==> config.mk <==
export PLATFORM = sky130hd
export DESIGN_NAME = rvc_regfile
export DESIGN_NICKNAME = d
export VERILOG_FILES = /design/src/rtl/core/rvc_pkg.sv /design/src/rtl/core/rvc_regfile.sv
export SDC_FILE = /design/constraint.sdc
export NUM_CORES = 1
export LEC_CHECK = 0
export BUFFER_PORTS_ARGS = -buffer_cell sky130_fd_sc_hd__buf_2
export CAP_MARGIN = 40
export CELL_PAD_IN_SITES_DETAIL_PLACEMENT = 0
export CELL_PAD_IN_SITES_GLOBAL_PLACEMENT = 1
export CORE_ASPECT_RATIO = 0.5
export CORE_MARGIN = 2
export CORE_UTILIZATION = 48
export DETAILED_ROUTE_END_ITERATION = 16
export PLACE_DENSITY_LB_ADDON = 0.1
export SLEW_MARGIN = 20
export SYNTH_ARGS = -nofsm -noshare
export SYNTH_HDL_FRONTEND = slang
export SYNTH_SLANG_ARGS = --single-unit
==> constraint.sdc <==
create_clock -name clk_i -period 1.2 [get_ports clk_i]
set_clock_uncertainty 0.15 [all_clocks]
set_input_delay 0 -clock clk_i [delete_from_list [all_inputs] [get_ports clk_i]]
set_output_delay 0 -clock clk_i [all_outputs]
set_load 0.005 [all_outputs]
==> src/rtl/core/rvc_pkg.sv <==
// Shared constants, codes and types of the RV32I subset core.
package rvc_pkg;

  localparam int unsigned XLEN       = 32;
  localparam int unsigned REG_COUNT  = 32;
  localparam int unsigned REG_AW     = $clog2(REG_COUNT);
  // Data store depth; a power of two so the word index is a plain bit-select
  localparam int unsigned DATA_WORDS = 1024;
  localparam int unsigned DATA_AW    = $clog2(DATA_WORDS);

  localparam int unsigned IN_TDATA_W  = 32;
  localparam int unsigned OUT_TDATA_W = 136;

  localparam logic [6:0] OPC_STORE  = 7'b0100011;
  localparam logic [6:0] OPC_BRANCH = 7'b1100011;
  localparam logic [6:0] OPC_RTYPE  = 7'b0110011;
  localparam logic [6:0] OPC_ITYPE  = 7'b0010011;
  localparam logic [6:0] OPC_LOAD   = 7'b0000011;
  localparam logic [6:0] OPC_JUMP   = 7'b1101111;

  localparam logic [6:0] F7_BASE   = 7'b0000000;
  localparam logic [6:0] F7_ALT    = 7'b0100000;
  localparam logic [6:0] F7_MULDIV = 7'b0000001;

  localparam logic [2:0] F3_ADD = 3'b000;
  localparam logic [2:0] F3_AND = 3'b111;
  localparam logic [2:0] F3_OR  = 3'b110;

  typedef enum logic [2:0] {
    SEL_AND,
    SEL_OR,
    SEL_ADD,
    SEL_SUB,
    SEL_MUL,
    SEL_NONE
  } alu_sel_e;

  // Outcome of one instruction, carried from execute to the output stage
  typedef struct packed {
    logic [XLEN-1:0]   next_pc;
    logic              branch_taken;
    logic              reg_written;
    logic [REG_AW-1:0] dest_index;
    logic [XLEN-1:0]   write_value;
    logic              is_load;
    logic              mem_written;
    logic [XLEN-1:0]   mem_address;
    logic [XLEN-1:0]   store_value;
  } exec_res_t;

endpackage

==> src/rtl/core/rvc_regfile.sv <==
// Register file: two registered read ports with write-first bypass, one write port.
module rvc_regfile (
  input  logic                          clk_i,
  input  logic                          rst_ni,
  input  logic                          rd_en_i,
  input  logic [rvc_pkg::REG_AW-1:0]    raddr_a_i,
  input  logic [rvc_pkg::REG_AW-1:0]    raddr_b_i,
  output logic [rvc_pkg::XLEN-1:0]      rdata_a_o,
  output logic [rvc_pkg::XLEN-1:0]      rdata_b_o,
  input  logic                          we_i,
  input  logic [rvc_pkg::REG_AW-1:0]    waddr_i,
  input  logic [rvc_pkg::XLEN-1:0]      wdata_i
);

  logic [rvc_pkg::XLEN-1:0]      rf_mem [rvc_pkg::REG_COUNT];
  logic [rvc_pkg::REG_COUNT-1:0] valid_q;

  logic [rvc_pkg::XLEN-1:0] mem_a_q, mem_b_q, byp_q;
  logic                     hit_a_q, hit_b_q, ok_a_q, ok_b_q;

  // Unwritten entries read as zero
  always_ff @(posedge clk_i or negedge rst_ni) begin
    if (!rst_ni) begin
      valid_q <= '0;
    end else if (we_i) begin
      valid_q[waddr_i] <= 1'b1;
    end
  end

  always_ff @(posedge clk_i) begin
    if (we_i) begin
      rf_mem[waddr_i] <= wdata_i;
    end
    if (rd_en_i) begin
      mem_a_q <= rf_mem[raddr_a_i];
      mem_b_q <= rf_mem[raddr_b_i];
      ok_a_q  <= valid_q[raddr_a_i];
      ok_b_q  <= valid_q[raddr_b_i];
      hit_a_q <= we_i && (waddr_i == raddr_a_i);
      hit_b_q <= we_i && (waddr_i == raddr_b_i);
      byp_q   <= wdata_i;
    end
  end

  assign rdata_a_o = hit_a_q ? byp_q : (ok_a_q ? mem_a_q : '0);
  assign rdata_b_o = hit_b_q ? byp_q : (ok_b_q ? mem_b_q : '0);

endmodule

# == Word level (Yosys, flattened, before mapping) ==
# Memories as Yosys holds them, arrays and structs flattened. A register that Yosys moved wholly into a read port is not among the register bits.
# Cells that the tools add are included.
# classes
n_lt_le_gt_ge,4
eq_ne,2
mux,12
n_bitwise,1
n_reduce_logical,3
# ops
op,n
32-bit two-way mux,4
32-bit bitwise OR,1
5-bit by 6-bit < comparator with 1-bit output (second input constant),3
1-bit binary-select mux with 5-bit select,2
5-bit equality test,2
1-bit demux with 5-bit select,1
5-bit by 1-bit >= comparator with 1-bit output (second input constant),1
1-bit two-way mux,5
1-bit logical AND,3
# word_totals
reg_bits,68
mem_bits_rw,1024
in_bits,51
output_inout_bits,64
elab_cells,29
mem_count,1
# mem_list
name,depth,width,rd,rd_clocked_by_memory_dff,write_ports,line,source
rf_mem,32,32,2,2,1,rvc_regfile.sv:15,logic [rvc_pkg::XLEN-1:0] rf_mem [rvc_pkg::REG_COUNT];

# == Logic depth before layout (Yosys ltp) ==
# depth
ltp_word,5
ltp_mapped,8
mapped_depth_nobuf,5

# == Worst setup path before layout ==
# No wires, ideal clock.
# synth_timing
kind,input-to-reg
start,in waddr_i[4] (netlist name)
end,"mem rf_mem[18][0] (netlist name), enable pin"
setup_time_ps,422
arrival_ps,2098
required_ps,628
path_slack_ps,-1470
stages,3
n_path_buf,1
cell_sequence,clkbuf_1 > or3b_1 > nor2_1
# synth_rtl
element,line,source
"start, declared",rvc_regfile.sv:11,"input logic [rvc_pkg::REG_AW-1:0] waddr_i,"
"end, declared",rvc_regfile.sv:15,
# No word-level cell before the write port.

# == Worst setup path after layout ==
# layout_timing
start,reg hit_a_q
end,out rdata_a_o[13] (netlist name)
# layout_between
elab_chain_cells,1
# layout_rtl
element,line,source
"start, declared",rvc_regfile.sv:19,"logic hit_a_q, hit_b_q, ok_a_q, ok_b_q;"
"start signal, assigned",rvc_regfile.sv:39,hit_a_q <= we_i && (waddr_i == raddr_a_i);
32-bit two-way mux,rvc_regfile.sv:45,assign rdata_a_o = hit_a_q ? byp_q : (ok_a_q ? mem_a_q : '0);
"end, declared",rvc_regfile.sv:8,"output logic [rvc_pkg::XLEN-1:0] rdata_a_o,"
# No other way between the ends.

==> results.md <==
- Count of warnings emitted by yosys: 0
- Final core occ: 59.7%
- Netlist cell types: 33
- Max Transition Viols Final: 0
- Number of failing setup endpoints in the final timing report: 131
- Synth-to-layout area growth: 23.6%
- Number of placed instances, taps included: 5,616
- Pin slew with the least headroom to its limit: 0.713 ns
- Failing checks: hold timing, setup timing
- I/O pin cnt: 115
- Dominant cell by count in the synthesized netlist: sky130_fd_sc_hd__edfxtp_1
- Max IR drop VDD: 1.08 mV
- Die Y-Extent: 242 µm
- Required time at the worst-slack endpoint: 1.05 ns
- Dominant cell type by count on the critical path: sky130_fd_sc_hd__buf_12
- CTS hold repair buffers: 56
- Total Wirelength: 187,000 µm
- Area of the die: 116,000 µm²
- Number of clock sinks: 1,156
- Filler cells: 8,664
- Via count of the first global-routing pass: 36,600
- Detailed-routing iteration count for the pre-antenna-repair pass: 6
- Clock-pin slew on the worst setup and hold paths: 0.07 ns
- Max-slew headroom at the worst pin: 52.5%
- Cell chain of the critical path: buf_12 > nor2b_4 > buf_12 > buf_16 > a22o_1 > buf_2
- All-layer global routing usage: 31.8%
- Synthesized area per cell: 14.5 µm²
- Top cell type's share of synthesized area: 62.2%
- Post-synthesis register bit count: 1,156
- Clock tree from TritonCTS: yes
- Detailed-placement wirelength estimate: 123,000 µm
- Summed instance area of the synthesized netlist: 54,200 µm²
- Min-delay worst type: input port to flip-flop
- Most used standard cells in the synthesized netlist: sky130_fd_sc_hd__edfxtp_1 (1,124), sky130_fd_sc_hd__mux2i_1 (1,056), sky130_fd_sc_hd__nand2_1 (205)
- Setup repair after global routing missed its margin: true
- Final-report hold violation count: 105
- Number of flops mapped to enable cells by yosys: 1,124
- Port Buf Inserts: 114
- Static Leak: 25.6 nW
- Number of nets in the final layout: 4,332
- # H-tree levels: 3
- Effective utilization at floorplan: 48.3%
- Longest Clk Path Bufs: 3
- Die Span X: 479 µm
- Largest net degree at the start of global routing: 39
- Leading post-synthesis cells by cell area: sky130_fd_sc_hd__edfxtp_1 (62%), sky130_fd_sc_hd__mux2i_1 (19%), sky130_fd_sc_hd__a22o_1 (3.1%)
- Worst-case hold slack: -0.168 ns
- Layout cell share with drive strength beyond 1: 23.1%
- Via/cell ratio: 6.34
- Data arrival time at the worst-slack endpoint: 2.24 ns
- Number of buffers created by CTS: 105
- Final worst setup slack: -1.19 ns
- Post-placement worst setup slack: -0.870 ns
- Max incr delay on CP: 0.48 ns
- Final clock period utilization by the worst path: 200%
- Result of the run: finished with violations
- Time the worst path needs with I/O delays and setup: 2.39 ns
- Final RePlAce weighted congestion: 0.896
- Maximum frequency from static timing analysis: 418 MHz
- Crit path capture type: output pin
- Biggest area consumer among synthesized cells: sky130_fd_sc_hd__edfxtp_1
- Power density normalized to cell area: 1370 nW/µm²
- Root buf cell: sky130_fd_sc_hd__clkbuf_16
- Global-route wire length before repair: 264,000 µm
- Number of maximum-capacitance violations: 0
- Site row count: 87
- Crit path launch type: flip-flop
- Total vias in the final route: 37,300
- Critical Setup Path Class: flip-flop to output pin
- Gate Count Post-Synth: 3,731
- Post-synthesis sequential area ratio: 63.7%
- Initial antenna violation count: 6
- Ys async rst share: 2.77%
- Core footprint: 112,000 µm²
- Number of DRC violations after detailed-routing iteration 0: 4,405
- DRC Markers: 0
- Count of nets left with antenna violations after detail routing: 0
- Wirelength per Cell: 31.8 µm
- Synth Net Count: 3,782
- Total grt overflow: 0
- Highest fanout seen on the critical path: 8
- Leading register cell type out of synthesis: sky130_fd_sc_hd__edfxtp_1
- Clock latency at the later pin of the worst-skew pair: 0.72 ns
- Count of placed standard cells in the final layout, fillers left out: 5,883
- Master of the slowest instance on the critical path: sky130_fd_sc_hd__edfxtp_1
critical path, delay by kind of cell, from the launching register on:
family	cells	cell delay [ns]
buffers and inverters	4	0.67
DFF	1	0.48
AOI/OAI and AO/OA	1	0.20
and+or+nand+nor	1	0.15
report_power, final:
group          switching (mW)  internal, mW
combinational            6.02          4.75
sequential              0.599          45.4
clock                    15.5          19.6
total                    22.1          69.7
stage by stage:
| step | area, µm² | total power [mW] | setup TNS, ns |
|---|---|---|---|
| finish | 67000 | 91.8 | -90.02 |
| global route | 67000 | 94.3 | -97.89 |
| CTS | 66800 | 91.9 | -455.14 |
| detailed placement | 61900 | 56.7 | -480.91 |
| global placement | 61900 | 56.6 | -462.98 |
| floorplan | 54600 | 51.7 | -698.67 |
final cells by class:
type,count,area [µm²],area share [%]
Sequential cell,1156,34600,51.6
Multi-Input combinational cell,2289,18800,28.1
Timing Repair Buffer,729,8240,12.3
Clock buffer,134,2880,4.30
Tap cell,1513,1890,2.82
Clock inverter,61,634,0.946
Antenna cell,1,2.50,0.00373
repair_timing:
item	in CTS	in global routing
setup endpoints to repair	130	1188
pin swaps	117	105
endpoints found under the hold margin	1778	367
resized for setup	137	63
gates cloned	4	0
buffers inserted	20	4
final timing paths:
check,start,to,slack [ns],depth (start not counted)
max reg2reg,rf_mem[7][9]$_DFFE_PP_,mem_b_q[9]$_DFFE_PP_,-0.43,6
max,hit_a_q$_DFFE_PP_,rdata_a_o[13],-1.19,6
min,waddr_i[1],rf_mem[28][0]$_DFFE_PP_,-0.17,4
min reg2reg,valid_q[27]$_DFFE_PN0P_,valid_q[27]$_DFFE_PN0P_,0.35,1
max in group asynchronous,rst_ni,valid_q[30]$_DFFE_PN0P_,0.25,4
min in group asynchronous,rst_ni,valid_q[16]$_DFFE_PN0P_,0.29,4
kinds of logic (layout without fill, tap and decap cells):
logic type | after synthesis | count (layout) | synth area share, %
buffers and inverters | 286 | 924 | 3.33
AOI/OAI and AO/OA | 658 | 658 | 8.48
muxes | 1056 | 1056 | 19.5
and+or+nand+nor | 565 | 565 | 4.83
xor gates and xnor gates | 10 | 10 | 0.162
DFF | 1156 | 1156 | 63.7
other | 0 | 1 | 0
cell usage in the layout, fill, tap and decap left out, drive strengths merged, types with 32 or more instances in the layout:
| cell | n |
|---|---|
| a21oi | 198 |
| nor3 | 66 |
| edfxtp | 1124 |
| clkinv | 41 |
| mux2i | 1056 |
| nor2 | 35 |
| a22o | 194 |
| dlygate4sd3 | 51 |
| nand2 | 205 |
| a22oi | 198 |
| or2 | 34 |
| clkbuf | 135 |
| dfrtp | 32 |
| nand3 | 200 |
| buf | 674 |
| a31oi | 66 |
per-layer routing:
| layer | vias up | global-route usage, % | share of wire (%) |
|---|---|---|---|
| li1 | 15800 | - | - |
| met1 | 19300 | 47.2 | 44 |
| met3 | 315 | 5.92 | 8.9 |
| met5 | - | 0 | 0.022 |
| met4 | 6 | 9.40 | 3.0 |
| met2 | 1869 | 47.4 | 44 |
registers in the layout (all words and copies together) (netlist names):
name     cells
mem_b_q     32
ok_a_q       1
mem_a_q     32
hit_a_q      1
valid_q     32
hit_b_q      1
ok_b_q       1
rf_mem    1024
byp_q       32
No activity file was read; power rests on OpenSTA's default activity.
