## config.mk

```make
export PLATFORM = sky130hd
export DESIGN_NAME = rvc_exec
export DESIGN_NICKNAME = d
export VERILOG_FILES = /design/src/rtl/core/rvc_pkg.sv /design/src/rtl/core/rvc_exec.sv
export SDC_FILE = /design/constraint.sdc
export NUM_CORES = 2
export LEC_CHECK = 0
export BUFFER_PORTS_ARGS = -buffer_cell sky130_fd_sc_hd__buf_2
export CORE_MARGIN = 2
export CORE_UTILIZATION = 55
export DETAILED_ROUTE_END_ITERATION = 8
export PLACE_DENSITY_LB_ADDON = 0.15
export SYNTH_ARGS = -nofsm -noshare
export SYNTH_HDL_FRONTEND = slang
export SYNTH_SLANG_ARGS = --single-unit
export TNS_END_PERCENT = 5
```

## constraint.sdc

```tcl
create_clock -name vclk -period 24.7
set_input_delay 7.41 -clock vclk [all_inputs]
set_output_delay 7.41 -clock vclk [all_outputs]
set_load 0.01 [all_outputs]
```

## src/rtl/core/rvc_pkg.sv

```systemverilog
// Shared constants, codes and types of the RV32I subset core.
package rvc_pkg;

  localparam int unsigned XLEN       = 32;
  localparam int unsigned REG_COUNT  = 32;
  localparam int unsigned REG_AW     = $clog2(REG_COUNT);
  // Data store depth; a power of two so the word index is a plain bit-select
  localparam int unsigned DATA_WORDS = 1024;
  localparam int unsigned DATA_AW    = $clog2(DATA_WORDS);

  localparam int unsigned IN_TDATA_W  = 32;
  localparam int unsigned OUT_TDATA_W = 136;

  localparam logic [6:0] OPC_STORE  = 7'b0100011;
  localparam logic [6:0] OPC_BRANCH = 7'b1100011;
  localparam logic [6:0] OPC_RTYPE  = 7'b0110011;
  localparam logic [6:0] OPC_ITYPE  = 7'b0010011;
  localparam logic [6:0] OPC_LOAD   = 7'b0000011;
  localparam logic [6:0] OPC_JUMP   = 7'b1101111;

  localparam logic [6:0] F7_BASE   = 7'b0000000;
  localparam logic [6:0] F7_ALT    = 7'b0100000;
  localparam logic [6:0] F7_MULDIV = 7'b0000001;

  localparam logic [2:0] F3_ADD = 3'b000;
  localparam logic [2:0] F3_AND = 3'b111;
  localparam logic [2:0] F3_OR  = 3'b110;

  typedef enum logic [2:0] {
    SEL_AND,
    SEL_OR,
    SEL_ADD,
    SEL_SUB,
    SEL_MUL,
    SEL_NONE
  } alu_sel_e;

  // Outcome of one instruction, carried from execute to the output stage
  typedef struct packed {
    logic [XLEN-1:0]   next_pc;
    logic              branch_taken;
    logic              reg_written;
    logic [REG_AW-1:0] dest_index;
    logic [XLEN-1:0]   write_value;
    logic              is_load;
    logic              mem_written;
    logic [XLEN-1:0]   mem_address;
    logic [XLEN-1:0]   store_value;
  } exec_res_t;

endpackage

```

## src/rtl/core/rvc_exec.sv

```systemverilog
// Decode, immediates, ALU and next-pc logic for one instruction.
module rvc_exec (
  input  logic [rvc_pkg::XLEN-1:0] instr_i,
  input  logic [rvc_pkg::XLEN-1:0] pc_i,
  input  logic [rvc_pkg::XLEN-1:0] op_a_i,
  input  logic [rvc_pkg::XLEN-1:0] op_b_i,
  output rvc_pkg::exec_res_t       res_o
);

  logic [6:0]                 opc, f7;
  logic [2:0]                 f3;
  logic [rvc_pkg::REG_AW-1:0] rd;
  logic [rvc_pkg::XLEN-1:0]   imm_i, imm_s, imm_b2, imm_j2;
  logic [rvc_pkg::XLEN-1:0]   alu_b, alu_out;
  rvc_pkg::alu_sel_e          rsel, isel, sel;

  assign opc = instr_i[6:0];
  assign rd  = instr_i[11:7];
  assign f3  = instr_i[14:12];
  assign f7  = instr_i[31:25];

  assign imm_i  = {{20{instr_i[31]}}, instr_i[31:20]};
  assign imm_s  = {{20{instr_i[31]}}, instr_i[31:25], instr_i[11:7]};
  // Branch and jump offsets already doubled
  assign imm_b2 = {{19{instr_i[31]}}, instr_i[31], instr_i[7], instr_i[30:25],
                   instr_i[11:8], 1'b0};
  assign imm_j2 = {{11{instr_i[31]}}, instr_i[31], instr_i[19:12], instr_i[20],
                   instr_i[30:21], 1'b0};

  always_comb begin
    rsel = rvc_pkg::SEL_NONE;
    if (f7 == rvc_pkg::F7_BASE && f3 == rvc_pkg::F3_ADD) begin
      rsel = rvc_pkg::SEL_ADD;
    end else if (f7 == rvc_pkg::F7_ALT && f3 == rvc_pkg::F3_ADD) begin
      rsel = rvc_pkg::SEL_SUB;
    end else if (f7 == rvc_pkg::F7_BASE && f3 == rvc_pkg::F3_AND) begin
      rsel = rvc_pkg::SEL_AND;
    end else if (f7 == rvc_pkg::F7_BASE && f3 == rvc_pkg::F3_OR) begin
      rsel = rvc_pkg::SEL_OR;
    end else if (f7 == rvc_pkg::F7_MULDIV && f3 == rvc_pkg::F3_ADD) begin
      rsel = rvc_pkg::SEL_MUL;
    end
  end

  always_comb begin
    case (f3)
      rvc_pkg::F3_ADD: isel = rvc_pkg::SEL_ADD;
      rvc_pkg::F3_AND: isel = rvc_pkg::SEL_AND;
      rvc_pkg::F3_OR:  isel = rvc_pkg::SEL_OR;
      default:         isel = rvc_pkg::SEL_NONE;
    endcase
  end

  always_comb begin
    case (opc)
      rvc_pkg::OPC_RTYPE: begin
        sel   = rsel;
        alu_b = op_b_i;
      end
      rvc_pkg::OPC_ITYPE: begin
        sel   = isel;
        alu_b = imm_i;
      end
      rvc_pkg::OPC_STORE: begin
        sel   = rvc_pkg::SEL_ADD;
        alu_b = imm_s;
      end
      default: begin
        sel   = rvc_pkg::SEL_ADD;
        alu_b = imm_i;
      end
    endcase
  end

  always_comb begin
    case (sel)
      rvc_pkg::SEL_ADD: alu_out = op_a_i + alu_b;
      rvc_pkg::SEL_SUB: alu_out = op_a_i - alu_b;
      rvc_pkg::SEL_AND: alu_out = op_a_i & alu_b;
      rvc_pkg::SEL_OR:  alu_out = op_a_i | alu_b;
      rvc_pkg::SEL_MUL: alu_out = op_a_i * alu_b;
      default:          alu_out = '0;
    endcase
  end

  always_comb begin
    res_o              = '0;
    res_o.next_pc      = pc_i + rvc_pkg::XLEN'(4);
    res_o.dest_index   = rd;
    case (opc)
      rvc_pkg::OPC_RTYPE, rvc_pkg::OPC_ITYPE: begin
        res_o.write_value = alu_out;
        res_o.reg_written = 1'b1;
      end
      rvc_pkg::OPC_LOAD: begin
        res_o.mem_address = alu_out;
        res_o.reg_written = 1'b1;
        res_o.is_load     = 1'b1;
      end
      rvc_pkg::OPC_STORE: begin
        res_o.mem_address = alu_out;
        res_o.store_value = op_b_i;
        res_o.mem_written = 1'b1;
      end
      rvc_pkg::OPC_BRANCH: begin
        if (op_a_i == op_b_i) begin
          res_o.next_pc      = pc_i + imm_b2;
          res_o.branch_taken = 1'b1;
        end
      end
      rvc_pkg::OPC_JUMP: begin
        res_o.next_pc      = pc_i + imm_j2;
        res_o.branch_taken = 1'b1;
      end
      default: ;
    endcase
    // x0 is never written
    if (rd == '0) begin
      res_o.reg_written = 1'b0;
      res_o.write_value = '0;
      res_o.is_load     = 1'b0;
    end
  end

endmodule

```

; After elaboration in Yosys (flattened, before gate mapping)
; Cells that the tools add are included.
[totals]
ff_bits = 0
input_bits = 128
output_inout_bits = 137
[classes]
addsub = 5
multipliers = 1
eq_ne = 15
n_mux = 19
n_bitwise = 2
reduce_logical = 12
[ops]
columns = cell, n
row1 = $pmux 32 s5, 1
row2 = $add 32x32->32, 3
row3 = $mux 32, 3
row4 = $mux 33, 2
row5 = $pmux 33 s2, 1
row6 = $pmux 32 s2, 1
row7 = $add 32x3->32 const B, 1
row8 = $and 32x32->32, 1
row9 = $eq 32x32->1, 1
row10 = $mul 32x32->32, 1
row11 = $or 32x32->32, 1
row12 = $sub 32x32->32, 1
row13 = $eq 7x6->1 const B, 3
row14 = $eq 7x7->1 const B, 2
row15 = $mux 3, 4
row16 = $eq 3x3->1 const B, 3
row17 = $pmux 3 s3, 1
row18 = $eq 7x1->1 const B, 1
row19 = $eq 7x2->1 const B, 1
row20 = $eq 7x5->1 const B, 1
row21 = $logic_not 7->1, 1
row22 = $eq 3x2->1 const B, 2
row23 = $logic_not 3->1, 2
row24 = $pmux 3 s2, 1
row25 = other kinds (6), 15

; Longest topological paths before layout
[depth]
depth_word = 12
depth_mapped = 35
ltp_nobuf = 30

; Worst setup path after synthesis
; No wires, ideal clock.
[synth_timing]
kind = input port to output port
start = input instr_i[4] (netlist bit)
end = output res_o[96] (netlist bit)
arrival_time_ps = 15308
required_time_ps = 17290
slack_ps = 1982
stages = 29
path_buffers = 5
path_cell_list = buf_4 > nand3b_1 > o21ai_1 > clkbuf_1 > clkbuf_1 > clkbuf_1 > nand2_1 > clkbuf_1 > and2_1 > fa_1 > inv_1 > fa_1 > fa_1 > inv_1 > fa_1 > fa_1 > fa_1 > fa_1 > fa_1 > ha_1 > nand3_1 > nor2_1 > o211ai_1 > o21ai_0 > a311oi_1 > o21ba_2 > or4b_2 > a31o_2 > o31ai_1
[synth_rtl]
columns = element, line
row1 = start: declaration, rvc_exec.sv:3  ; input logic [rvc_pkg::XLEN-1:0] instr_i,
row2 = end: declaration, rvc_exec.sv:7  ; output rvc_pkg::exec_res_t res_o

==> impl_summary.md <==
Logic synthesis
The average instance area after synthesis is 7.993 µm². The synthesized net count is 3764. The yosys synthesis warning count is 0. The share of the Yosys chip area taken by registers is 0. After synthesis, the netlist uses 77 different library cells. The netlist area before placement is 24170 µm².

The gate count of the mapped netlist is 3024.

Floorplan
From bottom edge to top edge, the die measures 213.6 µm. The floorplan step set the die width to 213.6 µm. For this configuration, the core starts out at a cell density of 0.5586. The floorplan step defined a die boundary enclosing 45640 µm². 265 I/O pins were placed. The area inside the core boundary is 43270 µm². The number of rows created at floorplan is 76.

Setup path
The setup path with the least slack is of type input pin to output port. Broken down by cell family, the worst path's largest delay share belongs to adder cells. Data on the critical path arrives at its endpoint at 16760 ps. The sort of element at the start of the critical path is an input pin. Along the worst path, the maximum fanout reaches 19. On the worst path, the slowest cell contributes a delay of 650 ps. For the worst setup path, the data required time is 17290 ps. The kind of end point of the critical path is an output port. The worst path buffer plus inverter count is 4.

The cell repeated most along the worst path is sky130_fd_sc_hd__fa_1. For this design, the slowest cell found on the critical path is sky130_fd_sc_hd__o21ai_2.

Min path
The worst hold-check path type is input pin to output port. For hold timing, the worst endpoint is res_o[105]. The startpoint of the lowest-slack hold path is pc_i[0].

Counting instances, the worst hold path has a depth of 0.

Routing
The routed wire length is 86.07 mm. The number of detailed-route iterations in the first pass is 7. The final routed DRC violation total is 0. The count of nets left with antenna violations once routing finished came out at 0.

The vias per cell is 6.055. The average detailed-routed wire length per instance is 23.00 µm. The routed layout has 22660 vias.

In this run, the number of DRC markers left after iteration 0 of detailed routing was 1821.

Clocking
The post-cts gate resize count is 0. Post-CTS timing repair inserted 0 buffers for setup. The quantity of hold-fixing buffers added after cts is 0.

STA
The fmax is 41.37 MHz. The post-route clock period utilization is 0.9787. The final critical path time including I/O delays and setup is 24170 ps.

For the final routed database, the setup TNS stands at 0 ps. The worst pin sits at a relative slew slack of 0.3590. Across all hold checks on the routed design, the worst slack comes to 14820 ps. The worst-case setup margin in the final layout is 525.6 ps. The measured slew at the worst slew-check pin is 961.5 ps.

The number of hold-slack violations in the final timing report is 0. Setup repair after global routing left no endpoint under its margin. The count of pins over their slew limit is 0. Setup violations remaining at the end of the flow were counted as 0.

Global route
For this run, the total global-route usage over all layers was measured as 0.3772. The maximum number of pins on one net before global-route repair is 47. The initial antenna violation count came to 11. The via count of the first global-routing pass is 22910. The first global-routing pass estimated 130.8 mm of wire. The global route total overflow is 0.

Job
The tool flagged a number of max-cap violations equal to 0.

Placement
Once detailed placement completed, the half-perimeter wirelength came to 68.51 mm. Prior to clock tree synthesis, the placed netlist has a worst setup slack of 724.5 ps. The routability-driven placement congestion ratio is 0.9624. Port buffering added 263 buffers.

Cells and area
The filler cells instantiated in the layout total 3979. The clock buffers instantiated in the layout total 0. The number of flip-flops and latches is 0. The register cell area after layout is 0 µm². After the last flow step, the layout net total stands at 3892.

Of the cells placed in the final design, the portion with a size suffix greater than 1 is 0.1086. The area growth from synthesis to final layout is 7.010%.

Status
The flow ran to the end, and the final reports show no timing, DRC or antenna violations.
[layout make-up]
class                      instances  area (µm²)  area share
multi-input combinational       2440       21970      0.8496
timing repair buffer             302        1609     0.06221
inverter                         408        1531     0.05921
tap                              585       732.0     0.02830
antenna                            7       17.52   0.0006773
[cells in the mapped netlist (47+ instances only)]
library cell,instances,share of area
sky130_fd_sc_hd__clkbuf_1,155,0.024
sky130_fd_sc_hd__xor2_1,92,0.033
sky130_fd_sc_hd__inv_1,407,0.063
sky130_fd_sc_hd__nand2_1,350,0.054
sky130_fd_sc_hd__a21oi_1,146,0.030
sky130_fd_sc_hd__and2_1,308,0.080
sky130_fd_sc_hd__ha_1,201,0.10
sky130_fd_sc_hd__a21o_1,64,0.020
sky130_fd_sc_hd__nor2_1,150,0.023
sky130_fd_sc_hd__and3_1,47,0.012
sky130_fd_sc_hd__o21ai_0,99,0.021
sky130_fd_sc_hd__fa_1,411,0.34
sky130_fd_sc_hd__xnor2_1,140,0.051
[per-stage QoR]
| stage | area [µm²] | util | instances |
|---|---|---|---|
| global placement | 25850 | 0.5974 | 3735 |
| detailed placement | 25850 | 0.5974 | 3735 |
| floorplan | 24170 | - | 3024 |
| CTS | 25850 | 0.5974 | 3735 |
| finish | 25860 | 0.5978 | 3742 |
| global route | 25860 | 0.5977 | 3740 |
[cells by family (layout without fill, tap and decap cells)]
logic type                 Yosys count  count (layout)  synth area share
adders and majority gates          631             631            0.4523
other                                0               7                 0
buffers and inverters              584             710           0.09230
muxes                               28              28           0.01248
xor gates and xnor gates           240             240           0.09153
and+or+nand+nor                   1016            1016            0.2112
AOI/OAI and AO/OA                  525             525            0.1402
[routing by layer]
metal	GRT usage	vias up	wire (µm)
met5	0	-	76
met4	0.1798	10	5149
met3	0.06605	297	7701
met2	0.6246	1148	40070
met1	0.4803	11170	33070
li1	-	10040	-
[worst max path at each step]
stage / start / end / slack [ps] / cells after the start
3_3_place_gp: instr_i[2] / res_o[96] / 870 / 26
5_1_grt: instr_i[3] / res_o[96] / 170 / 26
3_5_place_dp: instr_i[2] / res_o[96] / 720 / 26
2_1_floorplan: instr_i[4] / res_o[96] / 1980 / 29
4_1_cts: instr_i[2] / res_o[96] / 660 / 26
6_report: instr_i[2] / res_o[96] / 530 / 26
[placed cells by master, fill, tap and decap left out, types with 14 or more instances in the layout]
cell type / instances
sky130_fd_sc_hd__fa_1: 411
sky130_fd_sc_hd__inv_1: 407
sky130_fd_sc_hd__nand2_1: 350
sky130_fd_sc_hd__and2_1: 308
sky130_fd_sc_hd__buf_2: 263
sky130_fd_sc_hd__ha_1: 201
sky130_fd_sc_hd__nor2_1: 149
sky130_fd_sc_hd__a21oi_1: 146
sky130_fd_sc_hd__xnor2_1: 140
sky130_fd_sc_hd__o21ai_0: 98
sky130_fd_sc_hd__xor2_1: 92
sky130_fd_sc_hd__a21o_1: 64
sky130_fd_sc_hd__and3_1: 47
sky130_fd_sc_hd__buf_4: 39
sky130_fd_sc_hd__nand3_1: 27
sky130_fd_sc_hd__a31oi_1: 27
sky130_fd_sc_hd__nor3_1: 24
sky130_fd_sc_hd__o22ai_1: 24
sky130_fd_sc_hd__o21bai_1: 22
sky130_fd_sc_hd__or3_1: 20
sky130_fd_sc_hd__maj3_1: 19
sky130_fd_sc_hd__a22oi_1: 16
sky130_fd_sc_hd__nand2b_1: 16
sky130_fd_sc_hd__nand4_1: 14
sky130_fd_sc_hd__mux2i_1: 14
Power is left out: the tool's default activity adds up to more than one toggle a clock period on the data nets, which glitch-free logic cannot reach.
